$ cat config.mk
export PLATFORM = sky130hd
export DESIGN_NAME = sass_front
export DESIGN_NICKNAME = d
export VERILOG_FILES = /design/src/hdl/sass_pkg.sv /design/src/hdl/sass_front.sv
export SDC_FILE = /design/constraint.sdc
export NUM_CORES = 1
export LEC_CHECK = 0
export BUFFER_PORTS_ARGS = -buffer_cell sky130_fd_sc_hd__buf_2
export CORE_MARGIN = 10
export CORE_UTILIZATION = 58
export CTS_BUF_LIST = sky130_fd_sc_hd__clkbuf_2
export CTS_CLUSTER_DIAMETER = 150
export CTS_CLUSTER_SIZE = 40
export DETAILED_ROUTE_END_ITERATION = 8
export PLACE_DENSITY = 0.87
export SKIP_CTS_REPAIR_TIMING = 1
export SYNTH_ARGS = -nofsm -noshare
export SYNTH_HDL_FRONTEND = slang
export SYNTH_SLANG_ARGS = --single-unit
$ cat constraint.sdc
create_clock -name clk -period 3.7 [get_ports clk]
set_input_delay 0.74 -clock clk [delete_from_list [all_inputs] [get_ports clk]]
set_output_delay 0.74 -clock clk [all_outputs]
set_load 0.005 [all_outputs]
$ cat src/hdl/sass_pkg.sv
// Shared types and constants for the sprite animation script sequencer.
// No dependencies; every other file imports this package.
`default_nettype none

package sass_pkg;

  // Script opcodes
  localparam logic [7:0] OP_PUSH = 8'hF0;
  localparam logic [7:0] OP_LOOP = 8'hF1;
  localparam logic [7:0] OP_JUMP = 8'hF2;
  localparam logic [7:0] OP_END  = 8'hFF;
  localparam logic [7:0] ENDLESS = 8'hFF;

  // Random values are taken modulo this
  localparam logic [6:0] RND_MOD = 7'd100;

  // Input action codes
  localparam logic [1:0] ACT_WRITE = 2'd0;
  localparam logic [1:0] ACT_START = 2'd1;
  localparam logic [1:0] ACT_TICK  = 2'd2;

  typedef enum logic [1:0] {
    KIND_NONE  = 2'd0,
    KIND_WRITE = 2'd1,
    KIND_START = 2'd2,
    KIND_TICK  = 2'd3
  } kind_t;

  typedef struct packed {
    logic [1:0] action;
    logic [3:0] anim_number;
    logic [7:0] position;
    logic [7:0] script_byte;
    logic [6:0] random_percent;
  } in_item_t;

  typedef struct packed {
    logic signed [8:0] texture_index;
    logic              ended;
    logic [3:0]        current_anim;
    logic              stack_fault;
    logic              runaway;
  } out_item_t;

  // Classified item held in the queue between front and core
  typedef struct packed {
    kind_t      kind;
    logic [3:0] anim;
    logic [7:0] pos;
    logic [7:0] data;
    logic [6:0] rnd;
  } q_item_t;

endpackage

`default_nettype wire

$ cat src/hdl/sass_front.sv
// Front end: accepts input beats, classifies them, reduces the random value
// and holds them in a two-entry queue for the core. Depends on sass_pkg.
`default_nettype none

module sass_front (
  input  logic               clk,
  input  logic               rst_n,
  input  logic               in_valid,
  output logic               in_ready,
  input  sass_pkg::in_item_t in_item,
  output logic               q_valid,
  input  logic               q_take,
  output sass_pkg::q_item_t  q_item,
  output logic [1:0]         count
);
  import sass_pkg::*;

  q_item_t    ent_r [2];
  logic       wp_r, wp_nxt;
  logic       rp_r, rp_nxt;
  logic [1:0] cnt_r, cnt_nxt;
  q_item_t    cls;
  logic       push, pop;

  always_comb begin
    cls.anim = in_item.anim_number;
    cls.pos  = in_item.position;
    cls.data = in_item.script_byte;
    // 7-bit value stays below twice the modulus
    cls.rnd  = (in_item.random_percent >= RND_MOD) ?
               7'(in_item.random_percent - RND_MOD) : in_item.random_percent;
    case (in_item.action)
      ACT_WRITE: cls.kind = KIND_WRITE;
      ACT_START: cls.kind = KIND_START;
      ACT_TICK:  cls.kind = KIND_TICK;
      default:   cls.kind = KIND_NONE;
    endcase
  end

  assign in_ready = (cnt_r != 2'd2);
  assign push     = in_valid && in_ready;
  assign q_valid  = (cnt_r != 2'd0);
  assign pop      = q_valid && q_take;
  assign q_item   = ent_r[rp_r];
  assign count    = cnt_r;

  always_comb begin
    wp_nxt  = push ? ~wp_r : wp_r;
    rp_nxt  = pop ? ~rp_r : rp_r;
    cnt_nxt = 2'(cnt_r + {1'b0, push} - {1'b0, pop});
  end

  always_ff @(posedge clk) begin
    if (!rst_n) begin
      wp_r  <= 1'b0;
      rp_r  <= 1'b0;
      cnt_r <= 2'd0;
    end else begin
      wp_r  <= wp_nxt;
      rp_r  <= rp_nxt;
      cnt_r <= cnt_nxt;
    end
  end

  always_ff @(posedge clk) begin
    if (push) begin
      ent_r[wp_r] <= cls;
    end
  end

endmodule

`default_nettype wire

## Word-level counts from Yosys, hierarchy flattened

Memories as Yosys holds them, arrays and structs flattened. A register that Yosys moved wholly into a read port is not among the register bits.
Cells that the tools add are included.

- Flip-flop bits (word level): 4
- RAM bits: 58
- Input port bits: 33
- Output and inout port bits: 33
- Word-level logic and storage cells: 23
- Memories kept: 1

Memories:

| memory | words | width | read ports | clocked after Yosys merged registers in | wr ports | RTL line | RTL |
|---|---|---|---|---|---|---|---|
| ent_r | 2 | 29 | 1 | 1 | 1 | sass_front.sv:18 | `q_item_t ent_r [2];` |

- Add/sub/neg operators: 3
- Magnitude comparators: 1
- Equality and inequality tests: 3
- Muxes and demuxes: 6
- Bitwise operators: 2
- Reductions and logical operators: 4

Operators with widths:

| operator | count |
|---|---|
| $ge 7x7->1 const B | 1 |
| $mux 7 | 1 |
| $sub 7x7->7 const B | 1 |
| $pmux 2 s3 | 1 |
| $mux 1 | 4 |
| $add 2x1->2 | 1 |
| $eq 2x1->1 const B | 1 |
| $eq 2x2->1 const B | 1 |
| $logic_and 1x1->1 | 2 |
| $logic_not 2->1 | 1 |
| $ne 2x2->1 const B | 1 |
| $not 1->1 | 2 |
| $reduce_bool 2->1 | 1 |
| $sub 2x1->2 | 1 |

## Logic depth before layout (Yosys ltp)

- Depth after elaboration: 4
- Mapped depth: 6
- Gate-level depth less buffers: 6

## Worst setup path after synthesis

OpenSTA, ideal clock, no wires.

- Path kind: in2reg
- Start point: input port in_valid
- End point: memory ent_r[1][0] in the netlist's numbering, enable pin
- Library setup time: 389 ps
- Arrival time: 1506 ps
- Data required time: 3311 ps
- Path slack: 1805 ps
- Cell stages on the path: 1
- Path buffers: 0
- Cell sequence: and3_1

- Longest elaborated chain between the ends: 3

RTL lines:

| what | RTL line | RTL |
|---|---|---|
| from (decl) | sass_front.sv:8 | `input logic in_valid,` |
| $logic_and 1x1->1 | sass_front.sv:41 | `assign push = in_valid && in_ready;` |
| $mux 1 | sass_front.sv:66 | `if (push) begin` |
| $mux 1 (implied by the code) | sass_front.sv:67 | `ent_r[wp_r] <= cls;` |
| to (decl) | sass_front.sv:18 |  |

Every way passes these cells.

==> run metrics <==
GR peak layer=met2; Worst EP required=2.96 ns; drt wl/cell=18.0 um; WL final=4930 um; IO Port Bufs=65; post-route minimum period=between 2 and 3 ns; setup slack, reg-to-reg=1.65 ns; clk slew on worst S/H paths=0.18 ns; status=finished clean; Slew Limit Fails=0; Routed Antenna Nets=0; drc violations=0; max incr delay on CP=0.69 ns; number of synthesized register bits=63; first-pass GRT wire length=7860 um; Starting DRT DRC Count=92; crit path buf inv count=2; hpwl dp=roughly 3600 um; Synth cell types=31; CTS tree=built; average instance area after synthesis=17.6 sq um; Setup Skew=between 0.02 and 0.03 ns; Leak=between 0.001 and 0.0015 uW; Die Y-Extent=86.1 um; slew margin rel.=24.1%; Cells after DPL=258; area delta synth->final=18.4%; Syn Nets=183; initial core utilization=61.5%; top-area cell type share of the netlist area=68.8%; Clock Sink Count=63; Vias/cell=5.28; met2 usage=between 20% and 30%; CTS Root Cell=clkbuf_2; Hold Path Origin=in_item[22]; CP endpoint kind=output port; ranking of synthesized cells by area=edfxtp_1 69%, mux2_2 13%, dfxtp_1 4.0%; Reg2Reg Depth=3; max cap viols=0; synthesized area=2530 sq um; Total GRT Usage=13.5%; worst-skew pair later-pin latency=roughly 0.44 ns; Final Wtd Congestion=0.768; total CTS buffers=9; initial antenna violation count=0; leading area contributor after synthesis=edfxtp_1; die width=about 86 um; startpoint class of the critical path=register; hold depth=1; overflow left after global routing=0; Setup CP Type=register to output port; Pwr Total=1600 uW; GR met1 Demand/Resource=between 10% and 20%; HP Class=primary input to register; share of layout cells above drive strength 1=around 50%; core box area=approximately 4100 sq um; crit-path leading delay family=flip-flops; die area=7410 sq um; Arrival @ worst endpoint=2.00 ns; peak supply drop=0.000328 V; met3 GRT Util=5.11%; register area share after synthesis=between 70% and 80%; vias in the first global route=1620; fin crit share=74.1%; Net count, final=258; largest net degree at the start of global routing=30; via count=around 1400; final number of setup-violating endpoints=0; YS warnings=0; CP Max Fanout=17; critical-path cell list=buf_4 > mux2_2 > buf_2; Worst Hold Path EP=ent_r[1][22]$_DFFE_PP_; Cells after Synth=144; I/O pin cnt=66; worst slew pin tran=1.14 ns; Max clock buf depth=2; Fin. Hold Viols=0; row count=23; First-pass DRT Iterations=4; r2r endpoint=ent_r[0][1]$_DFFE_PP_; CP max-delay cell=dfxtp_1; pwr dens=approximately 530 nW/um^2; RSZ-0062 raised after global routing=false; fin cells=274; Inserted Diodes=0; f_max=roughly 360 MHz; TNS Setup=0 ns; CTS HTree Levels=3; origin of the critical flop-to-flop path=count[0]$_SDFF_PN0_
cells in the mapped netlist, drive strengths merged:
cell,n
o21ai,4
ha,6
xnor2,2
nor2,5
and2,3
nand2,2
nand3b,1
and3,1
o211ai,1
mux2,29
or3,1
nand2b,2
a32oi,1
nor3b,1
or2,2
o21a,1
edfxtp,58
nand3,2
dfxtp,5
inv,6
mux2i,2
a21boi,2
nor2b,1
a21bo,2
a211oi,1
buf,3
sequential cells by signal, summed over array words and instances, names as in the netlist, named ones only:
name	flops
ent_r	58
count	2
rp_r	1
wp_r	1
kinds of logic after synthesis:
family | synth area share [%]
muxes | 13.7
adders and majority gates | 2.97
DFF | 72.8
xor gates and xnor gates | 0.692
and+or+nand+nor | 4.70
AOI/OAI and AO/OA | 3.61
buffers and inverters | 1.58
per-layer routing:
layer / vias to the layer above / share of wire, %
met5: - / 0
met4: 0 / 1.5
met3: 6 / 8.2
met2: 62 / 49
met1: 678 / 41
li1: 700 / -
placed cells by master (no fill, tap or decap), drive strengths merged, types with 2 or more instances in the layout:
cell type	count
o21ai	4
mux2	29
clkbuf	11
buf	67
xnor2	2
and2	3
nand2	2
or2	2
nand2b	2
a21bo	2
nor2	5
inv	6
nand3	2
mux2i	2
a21boi	2
edfxtp	58
ha	6
dfxtp	5
clkinv	4
stage by stage:
| step | instance area, sq um | hold WS [ns] | utilization [%] | setup WS [ns] |
|---|---|---|---|---|
| after floorplan | 2530 | 0.518 | - | 1.81 |
| after global routing | 3000 | 0.423 | 72.8 | 0.824 |
| after CTS | 3000 | 0.440 | 72.8 | 0.881 |
| after global placement | 2920 | 0.529 | 70.9 | 1.49 |
| after detailed placement | 2920 | 0.556 | 70.9 | 1.41 |
| final | 3000 | 0.474 | 72.8 | 0.959 |
worst max-delay path by stage:
stage	end	cells past startpoint	slack (ns)	start
CTS	q_item[9]	3	0.88	register
detailed placement	ent_r[0][11]$_DFFE_PP_	3	1.41	in_valid
global placement	q_item[9]	3	1.49	register
floorplan	ent_r[1][0]$_DFFE_PP_	1	1.81	in_valid
finish	q_item[9]	3	0.96	register
global route	q_item[9]	3	0.82	register
final cells by class:
cell class	instances	area (sq um)
Clock buffer	11	55.1
Clock inverter	5	25.0
Fill cell	264	1120
Inverter	6	22.5
Multi-Input combinational cell	72	649
Sequential cell	63	1840
Tap cell	50	62.6
Timing Repair Buffer	67	340
power breakdown:
part / switching, uW / internal (uW) / leakage [uW]
clock network: 230 / 87.8 / 0.0000568
logic: 169 / 198 / 0.000553
registers: 45.8 / 870 / 0.000585
total: 445 / 1160 / 0.00120
Power figures use the tool's default switching activity.
